`src/sv/qph_pkg.sv`:
```
// Shared types and constants for the quadratic-probe hash table.
// Used by the channel interfaces, the controller, the datapath and the top level.
package qph_pkg;

  localparam int KEY_W    = 32;
  localparam int OPC_W    = 1;
  localparam int STATUS_W = 2;
  localparam int SLOT_W   = 4;

  // opcodes
  localparam logic [OPC_W-1:0] OP_INSERT = 1'b0;
  localparam logic [OPC_W-1:0] OP_SEARCH = 1'b1;

  // result status codes
  localparam logic [STATUS_W-1:0] ST_OK        = 2'd0;
  localparam logic [STATUS_W-1:0] ST_NOT_FOUND = 2'd1;
  localparam logic [STATUS_W-1:0] ST_FULL      = 2'd2;
  localparam logic [STATUS_W-1:0] ST_ZERO_KEY  = 2'd3;

  // home slot reduction: key bits consumed per step
  localparam int HOME_BITS  = 2;
  localparam int HOME_STEPS = KEY_W / HOME_BITS;
  localparam int HCNT_W     = $clog2(HOME_STEPS);

  typedef struct packed {
    logic clear;      // write zero at clear pointer
    logic load;       // capture incoming item
    logic home_step;  // one step of key mod TABLE_SIZE
    logic zero_res;   // set zero-key result
    logic probe;      // probe pipeline active
    logic out_load;   // move result into output register
  } qph_cmd_t;

  typedef struct packed {
    logic clear_last;
    logic key_zero;
    logic home_last;
    logic probe_done;
    logic out_free;
  } qph_sts_t;

endpackage

```
`src/sv/qph_in_if.sv`:
```
// Request channel interface: valid/ready plus opcode and key.
// Depends on qph_pkg for field widths.
interface qph_in_if;
  logic                        valid;
  logic                        ready;
  logic [qph_pkg::OPC_W-1:0]   opcode;
  logic [qph_pkg::KEY_W-1:0]   key;

  modport source (output valid, opcode, key, input ready);
  modport sink   (input valid, opcode, key, output ready);
endinterface

```
`src/sv/qph_out_if.sv`:
```
// Result channel interface: valid/ready plus status and slot.
// Depends on qph_pkg for field widths.
interface qph_out_if;
  logic                          valid;
  logic                          ready;
  logic [qph_pkg::STATUS_W-1:0]  status;
  logic [qph_pkg::SLOT_W-1:0]    slot;

  modport source (output valid, status, slot, input ready);
  modport sink   (input valid, status, slot, output ready);
endinterface

```
`src/sv/qph_ram.sv`:
```
// Generic single-write, single-read RAM with registered read data.
// No dependencies.
module qph_ram #(
  parameter int WIDTH = 32,
  parameter int DEPTH = 16,
  localparam int AW   = $clog2(DEPTH)
) (
  input  logic             clk,
  input  logic             we,
  input  logic [AW-1:0]    waddr,
  input  logic [WIDTH-1:0] wdata,
  input  logic             re,
  input  logic [AW-1:0]    raddr,
  output logic [WIDTH-1:0] rd_data_r
);

  logic [WIDTH-1:0] mem_r [DEPTH];

  always_ff @(posedge clk) begin
    if (we) begin
      mem_r[waddr] <= wdata;
    end
    if (re) begin
      rd_data_r <= mem_r[raddr];
    end
  end

endmodule

```
`src/sv/qph_datapath.sv`:
```
// Datapath: key capture, serial home-slot reduction, probe address stepping,
// slot store compare/write, result and output registers. Uses qph_pkg, qph_ram.
module qph_datapath #(
  parameter int TABLE_SIZE = 16
) (
  input  logic                          clk,
  input  logic                          rst_n,
  input  qph_pkg::qph_cmd_t             cmd,
  output qph_pkg::qph_sts_t             sts,
  input  logic [qph_pkg::OPC_W-1:0]     in_opcode,
  input  logic [qph_pkg::KEY_W-1:0]     in_key,
  input  logic                          out_ready,
  output logic                          out_valid_r,
  output logic [qph_pkg::STATUS_W-1:0]  out_status_r,
  output logic [qph_pkg::SLOT_W-1:0]    out_slot_r
);
  import qph_pkg::*;

  localparam int SW = $clog2(TABLE_SIZE);
  localparam int CW = $clog2(TABLE_SIZE + 1);
  localparam int RW = SW + HOME_BITS;

  localparam logic [RW-1:0] N1 = RW'(TABLE_SIZE);
  localparam logic [RW-1:0] N2 = RW'(2 * TABLE_SIZE);
  localparam logic [RW-1:0] N3 = RW'(3 * TABLE_SIZE);
  localparam logic [SW:0]   NX = (SW + 1)'(TABLE_SIZE);
  localparam logic [SW-1:0] LAST_SLOT = SW'(TABLE_SIZE - 1);
  localparam logic [CW-1:0] CNT_N     = CW'(TABLE_SIZE);
  localparam logic [CW-1:0] CNT_LAST  = CW'(TABLE_SIZE - 1);
  localparam logic [HCNT_W-1:0] HCNT_LAST = HCNT_W'(HOME_STEPS - 1);

  logic [OPC_W-1:0]    op_r;
  logic [KEY_W-1:0]    key_r;
  logic [KEY_W-1:0]    ksh_r;
  logic [SW-1:0]       r_r;
  logic [HCNT_W-1:0]   hcnt_r;
  logic [SW-1:0]       x_r;
  logic [SW-1:0]       d_r;
  logic [CW-1:0]       iss_cnt_r;
  logic [CW-1:0]       chk_cnt_r;
  logic                dv_r;
  logic [SW-1:0]       pend_r;
  logic [STATUS_W-1:0] res_status_r;
  logic [SW-1:0]       res_slot_r;
  logic [SW-1:0]       clr_cnt_r;

  logic [RW-1:0]       v;
  logic [SW-1:0]       r_nxt;
  logic [SW:0]         xs;
  logic [SW:0]         ds;
  logic [SW-1:0]       x_nxt;
  logic [SW-1:0]       d_nxt;
  logic                issue;
  logic [KEY_W-1:0]    rd_data;
  logic                key_hit;
  logic                empty;
  logic                wr_ins;
  logic                hit_end;
  logic                exhaust;
  logic                we;
  logic [SW-1:0]       waddr;
  logic [KEY_W-1:0]    wdata;
  logic [SW+SLOT_W-1:0] slot_ext;

  // r = (4r + next two key bits) mod TABLE_SIZE; value stays below 4*TABLE_SIZE
  always_comb begin
    v = {r_r, ksh_r[KEY_W-1 -: HOME_BITS]};
    priority if (v >= N3) begin
      r_nxt = SW'(v - N3);
    end else if (v >= N2) begin
      r_nxt = SW'(v - N2);
    end else if (v >= N1) begin
      r_nxt = SW'(v - N1);
    end else begin
      r_nxt = SW'(v);
    end
  end

  // slot(i+1) = slot(i) + (2i+1) mod N; the odd step itself advances by 2 mod N
  always_comb begin
    xs    = {1'b0, x_r} + {1'b0, d_r};
    ds    = {1'b0, d_r} + (SW + 1)'(2);
    x_nxt = (xs >= NX) ? SW'(xs - NX) : SW'(xs);
    d_nxt = (ds >= NX) ? SW'(ds - NX) : SW'(ds);
  end

  assign issue   = cmd.probe && (iss_cnt_r != CNT_N);
  assign key_hit = dv_r && (rd_data == key_r);
  assign empty   = dv_r && (rd_data == '0);
  assign wr_ins  = cmd.probe && empty && (op_r == OP_INSERT);
  assign hit_end = (op_r == OP_INSERT) ? empty : (key_hit || empty);
  assign exhaust = dv_r && (chk_cnt_r == CNT_LAST);

  assign we    = cmd.clear || wr_ins;
  assign waddr = cmd.clear ? clr_cnt_r : pend_r;
  assign wdata = cmd.clear ? '0 : key_r;

  qph_ram #(
    .WIDTH (KEY_W),
    .DEPTH (TABLE_SIZE)
  ) u_slots (
    .clk       (clk),
    .we        (we),
    .waddr     (waddr),
    .wdata     (wdata),
    .re        (issue),
    .raddr     (x_r),
    .rd_data_r (rd_data)
  );

  always_comb begin
    sts.clear_last = (clr_cnt_r == LAST_SLOT);
    sts.key_zero   = (key_r == '0);
    sts.home_last  = (hcnt_r == HCNT_LAST);
    sts.probe_done = cmd.probe && dv_r && (hit_end || exhaust);
    sts.out_free   = !out_valid_r || out_ready;
  end

  assign slot_ext = {{SLOT_W{1'b0}}, res_slot_r};

  // control registers
  always_ff @(posedge clk) begin
    if (!rst_n) begin
      clr_cnt_r   <= '0;
      dv_r        <= 1'b0;
      out_valid_r <= 1'b0;
    end else begin
      if (cmd.clear) begin
        clr_cnt_r <= clr_cnt_r + SW'(1);
      end
      dv_r <= issue;
      if (cmd.out_load) begin
        out_valid_r <= 1'b1;
      end else if (out_ready) begin
        out_valid_r <= 1'b0;
      end
    end
  end

  // payload and working registers
  always_ff @(posedge clk) begin
    if (cmd.load) begin
      op_r   <= in_opcode;
      key_r  <= in_key;
      ksh_r  <= in_key;
      r_r    <= '0;
      hcnt_r <= '0;
    end
    if (cmd.home_step) begin
      r_r       <= r_nxt;
      ksh_r     <= ksh_r << HOME_BITS;
      hcnt_r    <= hcnt_r + HCNT_W'(1);
      x_r       <= r_nxt;
      d_r       <= SW'(1);
      iss_cnt_r <= '0;
      chk_cnt_r <= '0;
    end
    if (issue) begin
      x_r       <= x_nxt;
      d_r       <= d_nxt;
      iss_cnt_r <= iss_cnt_r + CW'(1);
      pend_r    <= x_r;
    end
    if (cmd.probe && dv_r) begin
      chk_cnt_r <= chk_cnt_r + CW'(1);
      if (hit_end) begin
        res_status_r <= (key_hit || op_r == OP_INSERT) ? ST_OK : ST_NOT_FOUND;
        res_slot_r   <= (key_hit || op_r == OP_INSERT) ? pend_r : '0;
      end else if (exhaust) begin
        res_status_r <= (op_r == OP_INSERT) ? ST_FULL : ST_NOT_FOUND;
        res_slot_r   <= '0;
      end
    end
    if (cmd.zero_res) begin
      res_status_r <= ST_ZERO_KEY;
      res_slot_r   <= '0;
    end
    if (cmd.out_load) begin
      out_status_r <= res_status_r;
      out_slot_r   <= slot_ext[SLOT_W-1:0];
    end
  end

endmodule

```
`src/sv/qph_ctrl.sv`:
```
// Controller state machine: clear pass, item intake, home reduction, probing, result.
// Uses qph_pkg command/status structs.
module qph_ctrl (
  input  logic              clk,
  input  logic              rst_n,
  input  logic              in_valid,
  output logic              in_ready,
  input  qph_pkg::qph_sts_t sts,
  output qph_pkg::qph_cmd_t cmd
);
  import qph_pkg::*;

  localparam logic [2:0] S_CLEAR  = 3'd0;
  localparam logic [2:0] S_IDLE   = 3'd1;
  localparam logic [2:0] S_HOME   = 3'd2;
  localparam logic [2:0] S_PROBE  = 3'd3;
  localparam logic [2:0] S_RESULT = 3'd4;

  logic [2:0] state_r;
  logic [2:0] state_nxt;

  always_comb begin
    state_nxt = state_r;
    cmd       = '0;
    in_ready  = 1'b0;
    unique case (state_r)
      S_CLEAR: begin
        cmd.clear = 1'b1;
        if (sts.clear_last) begin
          state_nxt = S_IDLE;
        end
      end
      S_IDLE: begin
        in_ready = 1'b1;
        if (in_valid) begin
          cmd.load  = 1'b1;
          state_nxt = S_HOME;
        end
      end
      S_HOME: begin
        if (sts.key_zero) begin
          cmd.zero_res = 1'b1;
          state_nxt    = S_RESULT;
        end else begin
          cmd.home_step = 1'b1;
          if (sts.home_last) begin
            state_nxt = S_PROBE;
          end
        end
      end
      S_PROBE: begin
        cmd.probe = 1'b1;
        if (sts.probe_done) begin
          state_nxt = S_RESULT;
        end
      end
      S_RESULT: begin
        if (sts.out_free) begin
          cmd.out_load = 1'b1;
          state_nxt    = S_IDLE;
        end
      end
      default: begin
        state_nxt = S_IDLE;
      end
    endcase
  end

  always_ff @(posedge clk) begin
    if (!rst_n) begin
      state_r <= S_CLEAR;
    end else begin
      state_r <= state_nxt;
    end
  end

endmodule

```
`src/sv/quadratic_probe_hash_table_unit.sv`:
```
// Top level of the quadratic-probe hash table: controller plus datapath.
// Depends on qph_pkg, qph_in_if, qph_out_if, qph_ctrl, qph_datapath, qph_ram.
//
// Usage:
//  - in_ch carries one request item (opcode: insert or search, 32-bit key).
//    It is taken on a clock edge with valid and ready both high.
//  - out_ch returns exactly one item per request: status and 4-bit slot
//    (low bits of the slot number; zero unless status is done/found).
//  - Flow: the key is reduced mod TABLE_SIZE two bits per cycle, then one slot
//    is probed per cycle through the single read port of the slot store,
//    whose read data is registered, until a probed slot settles the request
//    or all TABLE_SIZE slots have been checked; a zero key skips both steps.
//  - Items are handled one at a time: the next item is accepted in the cycle
//    after the previous one has moved into the output register, even if the
//    receiver has not taken it yet.
//  - Receiver stall: the result holds in the output register; a finished
//    later result waits inside the block until that register frees up.
//  - Reset (synchronous, active low): a clearing pass writes zero into every
//    slot, with in_ch.ready low until it ends.
module quadratic_probe_hash_table_unit #(
  parameter int TABLE_SIZE = 16
) (
  input  logic      clk,
  input  logic      rst_n,
  qph_in_if.sink    in_ch,
  qph_out_if.source out_ch
);
  import qph_pkg::*;

  qph_cmd_t cmd;
  qph_sts_t sts;

  // sequencing: clear, intake, home reduction, probe, result hand-off
  qph_ctrl u_ctrl (
    .clk      (clk),
    .rst_n    (rst_n),
    .in_valid (in_ch.valid),
    .in_ready (in_ch.ready),
    .sts      (sts),
    .cmd      (cmd)
  );

  // slot store, probe arithmetic and output register
  qph_datapath #(
    .TABLE_SIZE (TABLE_SIZE)
  ) u_dp (
    .clk          (clk),
    .rst_n        (rst_n),
    .cmd          (cmd),
    .sts          (sts),
    .in_opcode    (in_ch.opcode),
    .in_key       (in_ch.key),
    .out_ready    (out_ch.ready),
    .out_valid_r  (out_ch.valid),
    .out_status_r (out_ch.status),
    .out_slot_r   (out_ch.slot)
  );

endmodule
```
`src/flat_wrapper.sv`:
```
// flat-port wrapper written by rule: the top's interface ports become plain ports
module quadratic_probe_hash_table_unit_flat import qph_pkg::*;
#(
  parameter int TABLE_SIZE = 16
)
  (clk, rst_n, in_ch_valid, in_ch_opcode, in_ch_key, in_ch_ready, out_ch_valid, out_ch_status, out_ch_slot, out_ch_ready);
  qph_in_if in_ch_i ();
  qph_out_if out_ch_i ();
  input  logic clk;
  input  logic rst_n;
  input wire logic [$bits(in_ch_i.valid)-1:0] in_ch_valid;
  input wire logic [$bits(in_ch_i.opcode)-1:0] in_ch_opcode;
  input wire logic [$bits(in_ch_i.key)-1:0] in_ch_key;
  output wire logic [$bits(in_ch_i.ready)-1:0] in_ch_ready;
  output wire logic [$bits(out_ch_i.valid)-1:0] out_ch_valid;
  output wire logic [$bits(out_ch_i.status)-1:0] out_ch_status;
  output wire logic [$bits(out_ch_i.slot)-1:0] out_ch_slot;
  input wire logic [$bits(out_ch_i.ready)-1:0] out_ch_ready;
  assign in_ch_i.valid = in_ch_valid;
  assign in_ch_i.opcode = in_ch_opcode;
  assign in_ch_i.key = in_ch_key;
  assign in_ch_ready = in_ch_i.ready;
  assign out_ch_valid = out_ch_i.valid;
  assign out_ch_status = out_ch_i.status;
  assign out_ch_slot = out_ch_i.slot;
  assign out_ch_i.ready = out_ch_ready;
  quadratic_probe_hash_table_unit #(.TABLE_SIZE(TABLE_SIZE)) u_core (.clk(clk), .rst_n(rst_n), .in_ch(in_ch_i), .out_ch(out_ch_i));
endmodule
```
`config.mk`:
```
export PLATFORM = sky130hd
export DESIGN_NAME = quadratic_probe_hash_table_unit_flat
export DESIGN_NICKNAME = d
export VERILOG_FILES = /design/src/sv/qph_pkg.sv /design/src/sv/qph_in_if.sv /design/src/sv/qph_out_if.sv /design/src/sv/qph_ram.sv /design/src/sv/qph_datapath.sv /design/src/sv/qph_ctrl.sv /design/src/sv/quadratic_probe_hash_table_unit.sv /design/src/flat_wrapper.sv
export SDC_FILE = /design/constraint.sdc
export NUM_CORES = 1
export LEC_CHECK = 0
export BUFFER_PORTS_ARGS = -buffer_cell sky130_fd_sc_hd__buf_4
export CAP_MARGIN = 0
export CELL_PAD_IN_SITES_DETAIL_PLACEMENT = 0
export CELL_PAD_IN_SITES_GLOBAL_PLACEMENT = 1
export CORE_MARGIN = 2
export CORE_UTILIZATION = 58
export CTS_BUF_LIST = sky130_fd_sc_hd__clkbuf_4 sky130_fd_sc_hd__clkbuf_8
export CTS_CLUSTER_DIAMETER = 30
export DETAILED_ROUTE_END_ITERATION = 6
export PLACE_DENSITY = 0.89
export SLEW_MARGIN = 20
export SYNTH_ARGS = -nofsm -noshare
export SYNTH_HDL_FRONTEND = slang
export SYNTH_SLANG_ARGS = --single-unit
export TNS_END_PERCENT = 20
```
`constraint.sdc`:
```
create_clock -name clk -period 4.1 [get_ports clk]
set_input_delay 0.205 -clock clk [delete_from_list [all_inputs] [get_ports clk]]
set_output_delay 0.205 -clock clk [all_outputs]
set_load 0.005 [all_outputs]
```
==> impl_metrics.env, run 1 <==
export IMPL_status="finished with violations"
export IMPL_violations="design-rule violations"
export IMPL_cp_end_kind="flop"
export IMPL_synthCells=1178
export IMPL_cp_start_kind="flop"
export IMPL_grt_pass1_vias=13000
export IMPL_cts_setup_buffers=0
export IMPL_maxSlewHeadroom=0.258
export IMPL_htreeDepth=3
export IMPL_min_path_cells=7
export IMPL_setup_viol=0
export IMPL_antenna_found_initial=3
export IMPL_yosysTopAreaCell="edfxtp_1"
export IMPL_clk_pin_slew_worst_paths_ps=60
export IMPL_worst_path_max_delay_cell="o31a_1"
export IMPL_cp_slowest_stage_delay_ps=460
export IMPL_core_um2=43200
export IMPL_cts_tree="yes"
export IMPL_crit_type="flop to flop"
export IMPL_synth_top_area_frac=0.756
export IMPL_fmax_ghz=0.304
export IMPL_seq_area_frac_synth=0.770
export IMPL_hold_start="in_ch_valid"
export IMPL_reg2regPathDepth=7
export IMPL_wl_um=58700
export IMPL_die_x_um=213
export IMPL_drc=3
export IMPL_rsz0062_at_grt="no"
export IMPL_layout_setup_ws_ps=810
export IMPL_synthesis_nets=1225
export IMPL_cp_arrival_ps=3630
export IMPL_final_common_cell="edfxtp_1"
export IMPL_num_vias=12700
export IMPL_power_leakage_uw=0.00977
export IMPL_place_gp_congestion=0.948
export IMPL_nets=1401
export IMPL_die_area_um2=45500
export IMPL_fp_dieH_um=213
export IMPL_crit_family="simple AND/OR/NAND/NOR gates"
export IMPL_area_delta_synth_final_pct=16.4
export IMPL_clock_path_buffers=3
export IMPL_synthTopCellsByArea="edfxtp_1, mux4_2, dfxtp_1, a22o_1, xor2_1"
export IMPL_power_uw=13800
export IMPL_fillers=2597
export IMPL_clk_latency_ps=710
export IMPL_avgSynthCellArea_um2=21.6
export IMPL_hold_violations=0
export IMPL_cts_sinks=657
export IMPL_r2r_start="u_core.u_dp.u_slots.rd_data_r[2]$_DFFE_PP_"
export IMPL_globalRouteTotalUtil=0.269
export IMPL_port_buffers=44
export IMPL_root_buffer="clkbuf_8"
export IMPL_crit_fanout=24
export IMPL_postRouteAntennaNets=0
export IMPL_synthDistinctLibCells=43
export IMPL_finalClockSkew_ps=41.2
export IMPL_cp_cell_sequence="nor4_1, nand4_1, nor3_1, nand2_1, o31a_1, nor2_4, buf_4"
export IMPL_setup_tns_ps=0
export IMPL_synth_seq_cells=657
export IMPL_fin_crit_sh=0.802
export IMPL_yosysWarnings=0
export IMPL_regArea_um2=19600
export IMPL_cp_num_buf_inv=1
export IMPL_antenna_cells=0
export IMPL_crit_required_ps=4440
export IMPL_grt_overflow=0
export IMPL_power_density_nw_per_um2=465
export IMPL_multi_input_area_um2=5810
export IMPL_crit_cells=7
export IMPL_post_place_ws_ps=930
export IMPL_hold_class="primary input to flop"
export IMPL_cts_repair_resized=0
export IMPL_hold_buffers=35
export IMPL_drv_slew=0
export IMPL_crit_start="u_core.u_dp.u_slots.rd_data_r[2]$_DFFE_PP_"
export IMPL_grt_max_degree=57
export IMPL_rows=76
export IMPL_drtPass1Iterations=7
export IMPL_post_route_min_period_ps=3290
export IMPL_ios=45
export IMPL_vdd_ir_drop_max_uv=340
export IMPL_final_cell_mix="edfxtp_1, mux4_2, clkbuf_8"
export IMPL_final_layout_size_suffix_gt1_frac=0.329
export IMPL_syn_cell_area_um2=25400
export IMPL_grt_pass1_wl_um=85200
export IMPL_dp_hpwl_um=37700
export IMPL_viasPerCell=6.26
export IMPL_cts_made_buffers=108
export IMPL_wl_per_cell_um=28.9
export IMPL_drv_cap=0
export IMPL_worst_pin_slew_ps=1110
export IMPL_drt_first_iter_violations=1686
export IMPL_start_util=0.589
[power breakdown]
group	leakage [uW]	switching, uW	internal [uW]
Combinational	0.00245	172	131
Clock	0.00119	2630	3370
Sequential	0.00614	36.6	7410
[metrics by stage]
stage          std cells  hold WS [ps]  instance area (um^2)  utilization
3_3_place_gp        1794           395                 26800        0.622
6_report            2031           133                 29600        0.685
4_1_cts             2031          93.5                 29500        0.683
3_5_place_dp        1794           395                 26800        0.622
5_1_grt             2031           153                 29600        0.685
2_1_floorplan       1178           304                 25400            -
[worst register-to-register path, cell delays in order (launching register included)]
cell,delay (ps)
edfxtp_1,410
nor4_1,390
nand4_1,160
nor3_1,450
nand2_1,330
o31a_1,460
nor2_4,310
buf_4,410
[kinds of logic after synthesis]
kind of cell             share of synthesized area
flip-flops                                   0.770
AND/OR/NAND/NOR                             0.0353
multiplexers                                 0.143
AO/OA/AOI/OAI                               0.0210
buffers and inverters                       0.0100
XOR/XNOR                                    0.0159
adder cells (fa/ha/maj)                    0.00522
[final timing paths]
check	to	slack, ps
hold / removal	u_core.u_ctrl.state_r[2]$_SDFFE_PN0P_	130
hold reg to reg	u_core.u_dp.out_slot_r[2]$_DFFE_PP_	440
setup / recovery	u_core.u_dp.u_slots.mem_r[6][27]$_DFFE_PP_	810
setup reg to reg	u_core.u_dp.u_slots.mem_r[6][27]$_DFFE_PP_	810
[state kept, by name (all words and copies together), names as in the netlist, 2 cells and up]
name                           cells
u_core.u_ctrl.state_r              3
u_core.u_dp.chk_cnt_r              5
u_core.u_dp.clr_cnt_r              4
u_core.u_dp.d_r                    3
u_core.u_dp.hcnt_r                 4
u_core.u_dp.iss_cnt_r              5
u_core.u_dp.key_r                 32
u_core.u_dp.ksh_r                 32
u_core.u_dp.out_slot_r             4
u_core.u_dp.out_status_r           2
u_core.u_dp.pend_r                 4
u_core.u_dp.r_r                    2
u_core.u_dp.res_slot_r             4
u_core.u_dp.res_status_r           2
u_core.u_dp.u_slots.mem_r        512
u_core.u_dp.u_slots.rd_data_r     32
u_core.u_dp.x_r                    4
[final cells by class]
class                   instances  share of cell area
inverters                      14             0.00178
clock inverters                69              0.0211
multi-input cells             456               0.196
repair buffers                117              0.0377
clock buffers                 133              0.0568
well taps                     585              0.0248
flip-flops and latches        657               0.661
[Yosys cell counts, drive strengths merged]
master / count
edfxtp: 640
mux4: 160
nor2: 44
clkbuf: 36
a22o: 34
xor2: 33
nor2b: 32
nand2: 22
nor4: 21
dfxtp: 17
buf: 15
inv: 14
xnor2: 13
nand3: 11
nor3: 10
ha: 9
a31oi: 7
and2: 7
o21ai: 7
a21oi: 5
nand4: 5
o31a: 5
and3: 4
nand2b: 4
mux2i: 3
o21bai: 3
nor3b: 2
o211ai: 2
or3: 2
a21o: 1
a32oi: 1
and3b: 1
fa: 1
nand3b: 1
nor4b: 1
o21ba: 1
o31ai: 1
o41ai: 1
or2b: 1
or4: 1
[layer usage]
| metal | vias up | routed length, um | global-route usage |
|---|---|---|---|
| met3 | 104 | 7510 | 0.0899 |
| li1 | 5285 | - | - |
| met4 | 0 | 1500 | 0.0912 |
| met5 | - | 0 | 0 |
| met1 | 6574 | 22800 | 0.390 |
| met2 | 760 | 26900 | 0.391 |
Note: power is estimated with default switching activity, not from simulation.
==> run 2, diff against run 1 <==
--- a/config.mk
+++ b/config.mk
@@ -10,11 +10,11 @@
 export CELL_PAD_IN_SITES_DETAIL_PLACEMENT = 0
 export CELL_PAD_IN_SITES_GLOBAL_PLACEMENT = 1
 export CORE_MARGIN = 2
-export CORE_UTILIZATION = 58
+export CORE_UTILIZATION = 52
 export CTS_BUF_LIST = sky130_fd_sc_hd__clkbuf_4 sky130_fd_sc_hd__clkbuf_8
 export CTS_CLUSTER_DIAMETER = 30
 export DETAILED_ROUTE_END_ITERATION = 6
-export PLACE_DENSITY = 0.89
+export PLACE_DENSITY = 0.85
 export SLEW_MARGIN = 20
 export SYNTH_ARGS = -nofsm -noshare
 export SYNTH_HDL_FRONTEND = slang
==> constraint.sdc (replaced) <==
create_clock -name clk -period 2.74 [get_ports clk]
set_input_delay 0.137 -clock clk [delete_from_list [all_inputs] [get_ports clk]]
set_output_delay 0.137 -clock clk [all_outputs]
set_load 0.005 [all_outputs]
==> impl_metrics.env, run 2 (synthesis results as in run 1) <==
export IMPL_antenna_found_initial=6
export IMPL_wl_per_cell_um=28.6
export IMPL_rsz0062_at_grt="no"
export IMPL_clk_pin_slew_worst_paths_ps=60
export IMPL_ios=45
export IMPL_crit_start="u_core.u_dp.u_slots.rd_data_r[15]$_DFFE_PP_"
export IMPL_largest_reg_flops=512
export IMPL_hold_start="in_ch_valid"
export IMPL_power_density_nw_per_um2=705
export IMPL_placed_area_um2=27600
export IMPL_num_vias=13200
export IMPL_fp_dieH_um=225
export IMPL_switching_share=0.207
export IMPL_reg2regPathDepth=7
export IMPL_drc=0
export IMPL_min_path_cells=7
export IMPL_regMostFlops="u_core.u_dp.u_slots.mem_r"
export IMPL_power_frac_comb=0.022
export IMPL_hold_class="primary input to flop"
export IMPL_crit_required_ps=3140
export IMPL_grt_pass1_vias=13400
export IMPL_clock_power_share=0.462
export IMPL_core_um2=48500
export IMPL_start_util=0.523
export IMPL_grt_overflow=0
export IMPL_area_delta_synth_final_pct=20.6
export IMPL_p_int_uw=17100
export IMPL_clk_latency_ps=730
export IMPL_dp_hpwl_um=40100
export IMPL_fillers=3086
export IMPL_drtPass1Iterations=5
export IMPL_r2r_slack_ps=150
export IMPL_vdd_ir_drop_max_uv=452
export IMPL_fin_crit_sh=0.945
export IMPL_final_layout_size_suffix_gt1_frac=0.357
export IMPL_min_to="u_core.u_ctrl.state_r[2]$_SDFFE_PN0P_"
export IMPL_wl_um=61600
export IMPL_setup_tns_ps=0
export IMPL_postRouteAntennaNets=0
export IMPL_cts_sinks=657
export IMPL_power_uw=21600
export IMPL_finalClockSkew_ps=35.2
export IMPL_cts_tree="yes"
export IMPL_final_cell_mix="edfxtp_1, mux4_2, buf_4"
export IMPL_power_switching_uw=4480
export IMPL_worst_r2r_endpoint="u_core.u_dp.u_slots.mem_r[6][18]$_DFFE_PP_"
export IMPL_place_gp_congestion=0.915
export IMPL_power_leakage_uw=0.0103
export IMPL_post_route_min_period_ps=2590
export IMPL_crit_fanout=26
export IMPL_grt_max_degree=45
export IMPL_worst_pin_slew_ps=714
export IMPL_setup_viol=0
export IMPL_root_buffer="clkbuf_8"
export IMPL_drv_slew=0
export IMPL_drv_cap=0
export IMPL_drt_first_iter_violations=1646
export IMPL_pwr_share_seq=0.516
export IMPL_r2r_start="u_core.u_dp.u_slots.rd_data_r[15]$_DFFE_PP_"
export IMPL_cts_setup_buffers=0
export IMPL_htreeDepth=3
export IMPL_hold_violations=0
export IMPL_nets=1478
export IMPL_cp_end_kind="flop"
export IMPL_port_buffers=44
export IMPL_globalRouteTotalUtil=0.251
export IMPL_die_x_um=225
export IMPL_cp_arrival_ps=2990
export IMPL_grt_pass1_wl_um=89400
export IMPL_clock_path_buffers=3
export IMPL_final_common_cell="edfxtp_1"
export IMPL_design_area_um2=30600
export IMPL_status="finished clean"
export IMPL_crit_type="flop to flop"
export IMPL_viasPerCell=6.12
export IMPL_cp_start_kind="flop"
export IMPL_rows=81
export IMPL_maxSlewHeadroom=0.520
export IMPL_die_area_um2=50700
export IMPL_fmax_ghz=0.386
export IMPL_cts_made_buffers=116
==> run 2: cell types whose count changed in the layout (fill, tap and decap cells not counted), sizes merged <==
cell,change
clkbuf,+10
clkinvlp,+4
inv,+4
bufinv,+4
buf,+69
clkinv,-4
diode,+2
==> run 2: layer usage <==
metal / global-route usage / wire, um / vias up / share of wire
met1: 0.347 / 23900 / 6827 / 0.39
li1: - / - / 5447 / -
met5: 0 / 55 / - / 0.00089
met3: 0.0883 / 7600 / 98 / 0.12
met4: 0.0842 / 1360 / 2 / 0.022
met2: 0.376 / 28800 / 822 / 0.47
==> run 2: metrics by stage <==
step	util	hold slack (ps)	cells	setup WS (ps)
global placement	0.569	326	1900	-275
floorplan	-	236	1178	-156
finish	0.631	48.8	2157	151
global route	0.631	146	2155	49.8
detailed placement	0.569	328	1900	-359
CTS	0.631	8.19	2155	-0.923
==> run 2: area by class of cell <==
type,instances,area (um^2),area share
flip-flops and latches,657,19600,0.638
multi-input cells,456,5770,0.188
repair buffers,186,1850,0.0603
clock buffers,143,1820,0.0595
clock inverters,77,810,0.0264
well taps,622,778,0.0254
inverters,14,52.6,0.00171
diodes,2,5.00,0.000163
==> run 2: how the worst max path moves through the flow <==
stage	endpoint	slack, ps	depth (start not counted)
5_1_grt	u_core.u_dp.u_slots.mem_r[6][0]$_DFFE_PP_	50	7
4_1_cts	u_core.u_dp.u_slots.mem_r[11][0]$_DFFE_PP_	-0.9	7
2_1_floorplan	u_core.u_dp.u_slots.mem_r[12][0]$_DFFE_PP_	-160	6
3_5_place_dp	u_core.u_dp.ksh_r[9]$_DFFE_PP_	-360	4
6_report	u_core.u_dp.u_slots.mem_r[6][18]$_DFFE_PP_	150	7
3_3_place_gp	u_core.u_dp.ksh_r[9]$_DFFE_PP_	-280	4
==> run 2: worst max-delay path: stages (launching register included) <==
cell and delay [ps]:
edfxtp_1 400, nor4b_1 390, nand4_1 160, nor3_2 270
nand2_2 190, o31a_1 420, nor2_4 190, buf_12 230
==> run 2: what timing repair did <==
action                     4_1_cts  5_1_grt
setup endpoints to repair      199      560
pin swaps                        0        0
hold buffers                    35        0
gates resized for setup          4        4
hold endpoints to repair        74        0
==> run 2: power groups by stage <==
stage          Clock, uW  Sequential [uW]  Combinational [uW]
4_1_cts            10100            11100                 462
3_3_place_gp           0            11300                 407
6_report            9990            11100                 465
5_1_grt            10500            11200                 484
3_5_place_dp           0            11400                 418
2_1_floorplan          0            11300                 183
==> run 3, diff against run 2 <==
--- a/config.mk
+++ b/config.mk
@@ -14,9 +14,11 @@
 export CTS_BUF_LIST = sky130_fd_sc_hd__clkbuf_4 sky130_fd_sc_hd__clkbuf_8
 export CTS_CLUSTER_DIAMETER = 30
 export DETAILED_ROUTE_END_ITERATION = 6
+export HOLD_SLACK_MARGIN = 0.02
 export PLACE_DENSITY = 0.85
 export SLEW_MARGIN = 20
 export SYNTH_ARGS = -nofsm -noshare
 export SYNTH_HDL_FRONTEND = slang
+export SYNTH_HIERARCHICAL = 1
 export SYNTH_SLANG_ARGS = --single-unit
 export TNS_END_PERCENT = 20
==> impl_metrics.env, run 3 <==
export IMPL_setup_tns_ps=-28170
export IMPL_drv_slew=0
export IMPL_fin_crit_sh=1.06
export IMPL_synth_edf_count=640
export IMPL_area_delta_synth_final_pct=22.4
export IMPL_hold_violations=0
export IMPL_drv_cap=0
export IMPL_grt_pass1_wl_um=89700
export IMPL_final_cell_mix="edfxtp_1, buf_4, mux4_2"
export IMPL_final_common_cell="edfxtp_1"
export IMPL_power_density_nw_per_um2=679
export IMPL_status="finished with violations"
export IMPL_regMostFlops="u_core/u_dp/u_slots/mem_r"
export IMPL_crit_required_ps=3140
export IMPL_avgSynthCellArea_um2=20.3
export IMPL_fmax_ghz=0.344
export IMPL_start_util=0.524
export IMPL_seq_area_frac_synth=0.768
export IMPL_synth_seq_cells=657
export IMPL_root_buffer="clkbuf_8"
export IMPL_vdd_ir_drop_max_uv=401
export IMPL_power_switching_uw=4300
export IMPL_cp_start_kind="flop"
export IMPL_pwr_share_seq=0.526
export IMPL_synthTopCellsByCount="edfxtp_1, mux4_2, a22oi_1"
export IMPL_power_frac_comb=0.023
export IMPL_final_layout_size_suffix_gt1_frac=0.339
export IMPL_hold_class="primary input to flop"
export IMPL_post_route_min_period_ps=2910
export IMPL_stdcell_count=2264
export IMPL_crit_fanout=16
export IMPL_switching_share=0.203
export IMPL_wl_per_cell_um=27.9
export IMPL_grt_pass1_vias=14000
export IMPL_postRouteAntennaNets=0
export IMPL_cts_sinks=657
export IMPL_crit_type="flop to flop"
export IMPL_drtPass1Iterations=5
export IMPL_nets=1601
export IMPL_clk_pin_slew_worst_paths_ps=70
export IMPL_layout_setup_ws_ps=-167
export IMPL_power_leakage_uw=0.0109
export IMPL_ios=45
export IMPL_synthFlopType="edfxtp_1"
export IMPL_antenna_cells=0
export IMPL_clk_latency_ps=720
export IMPL_clock_power_share=0.451
export IMPL_port_buffers=44
export IMPL_core_um2=48600
export IMPL_largest_reg_flops=512
export IMPL_die_x_um=225
export IMPL_place_gp_congestion=0.853
export IMPL_cp_arrival_ps=3310
export IMPL_yosysWarnings=6
export IMPL_regArea_um2=19600
export IMPL_grt_max_degree=58
export IMPL_rsz0062_at_grt="yes"
export IMPL_fillers=3145
export IMPL_async_flop_share=0
export IMPL_synthCells=1256
export IMPL_syn_cell_area_um2=25500
export IMPL_wl_um=63300
export IMPL_dp_hpwl_um=38700
export IMPL_num_vias=13900
export IMPL_synthesis_nets=1303
export IMPL_finalClockSkew_ps=41.4
export IMPL_fp_dieH_um=225
export IMPL_synthTopCellsByArea="edfxtp_1, mux4_2, a22oi_1, dfxtp_1, xor2_1"
export IMPL_die_area_um2=50800
export IMPL_rows=81
export IMPL_globalRouteTotalUtil=0.246
export IMPL_synthDistinctLibCells=54
export IMPL_worst_pin_slew_ps=1110
export IMPL_grt_overflow=0
export IMPL_drt_first_iter_violations=1763
export IMPL_violations="negative setup slack"
export IMPL_maxSlewHeadroom=0.263
export IMPL_viasPerCell=6.16
export IMPL_cts_made_buffers=113
export IMPL_multi_input_area_um2=5840
export IMPL_yosysTopAreaCell="edfxtp_1"
export IMPL_yosysMostFrequentCell="edfxtp_1"
export IMPL_cts_tree="yes"
export IMPL_drc=0
export IMPL_place_inst=2007
export IMPL_cp_end_kind="flop"
export IMPL_p_int_uw=16900
export IMPL_htreeDepth=3
export IMPL_antenna_found_initial=1
export IMPL_synth_top_area_frac=0.754
export IMPL_utilization=0.641
export IMPL_setup_viol=299
export IMPL_clock_path_buffers=3
[run 3: changes by cell type after synthesis, moves of 7 or more]
cell     previous run  this run
mux4_2            160       129
nor2b_1            32        39
buf_4               0        11
nand2_1            21        49
a22oi_1             0        64
[run 3: cells by family (layout without fill, tap and decap cells)]
kind of cell | count (synthesis) | after routing | share of synthesized area
AO/OA/AOI/OAI | 120 | 120 | 0.0365
XOR/XNOR | 45 | 45 | 0.0155
adder cells (fa/ha/maj) | 10 | 10 | 0.00521
buffers and inverters | 73 | 459 | 0.0132
flip-flops | 657 | 657 | 0.768
multiplexers | 136 | 136 | 0.117
AND/OR/NAND/NOR | 215 | 215 | 0.0448
[run 3: power groups by stage]
| stage | Combinational (uW) | Sequential (uW) | Clock [uW] |
|---|---|---|---|
| 6_report | 492 | 11100 | 9550 |
| 5_1_grt | 511 | 11100 | 10100 |
| 4_1_cts | 457 | 11100 | 9660 |
| 3_5_place_dp | 381 | 11300 | 0 |
| 3_3_place_gp | 372 | 11300 | 0 |
| 2_1_floorplan | 178 | 11300 | 0 |
[run 3: worst paths after layout]
| check | from | endpoint | slack (ps) | cells after the start |
|---|---|---|---|---|
| setup / recovery | u_core/u_dp/u_slots/rd_data_r[10]$_DFFE_PP_ | u_core/u_dp/u_slots/mem_r[9][7]$_DFFE_PP_ | -170 | 10 |
| hold / removal | in_ch_key[17] | u_core/u_dp/key_r[17]$_DFFE_PP_ | 160 | 2 |
| setup reg to reg | u_core/u_dp/u_slots/rd_data_r[10]$_DFFE_PP_ | u_core/u_dp/u_slots/mem_r[9][7]$_DFFE_PP_ | -170 | 10 |
| hold reg to reg | u_core/u_dp/res_slot_r[0]$_SDFFE_PP0P_ | u_core/u_dp/out_slot_r[0]$_DFFE_PP_ | 440 | 0 |
[run 3: layout make-up]
type | count | share of cell area
sequential | 657 | 0.627
multi-input combinational | 526 | 0.187
timing repair buffer | 241 | 0.0798
clock buffer | 142 | 0.0575
tap | 622 | 0.0250
clock inverter | 61 | 0.0215
inverter | 15 | 0.00181
[run 3: worst max-delay path: stages (launching register included)]
cell and delay, ps:
edfxtp_1 420, nor4_1 340, nand2_1 90, or3_4 410
nor2_4 130, a21o_1 190, buf_4 150, nand3b_1 190
buf_6 210, nor2_4 200, clkbuf_16 240
[run 3: metrics by stage]
stage               worst slack (ps)  power [uW]  instance area [um^2]  hold WS (ps)
CTS                            -78.0       21200                 30900           107
finish                          -167       21200                 31200           158
detailed placement              -170       11700                 27900           327
floorplan                       -395       11500                 25600           236
global route                    -223       21800                 31200           135
global placement                -175       11700                 27900           327
[run 3: repair_timing]
item / CTS / global route
setup buffers: 4 / 3
gates cloned: 2 / 8
hold buffers: 37 / 0
pin swaps: 3 / 3
hold endpoints to repair: 74 / 0
setup endpoints to repair: 340 / 426
resized for setup: 15 / 7
[run 3: metal layers]
metal / track usage / vias to the layer above / share of wire
met3: 0.0694 / 135 / 0.11
met2: 0.383 / 862 / 0.47
met4: 0.0893 / 0 / 0.033
li1: - / 5798 / -
met5: 0 / - / 0
met1: 0.336 / 7153 / 0.38
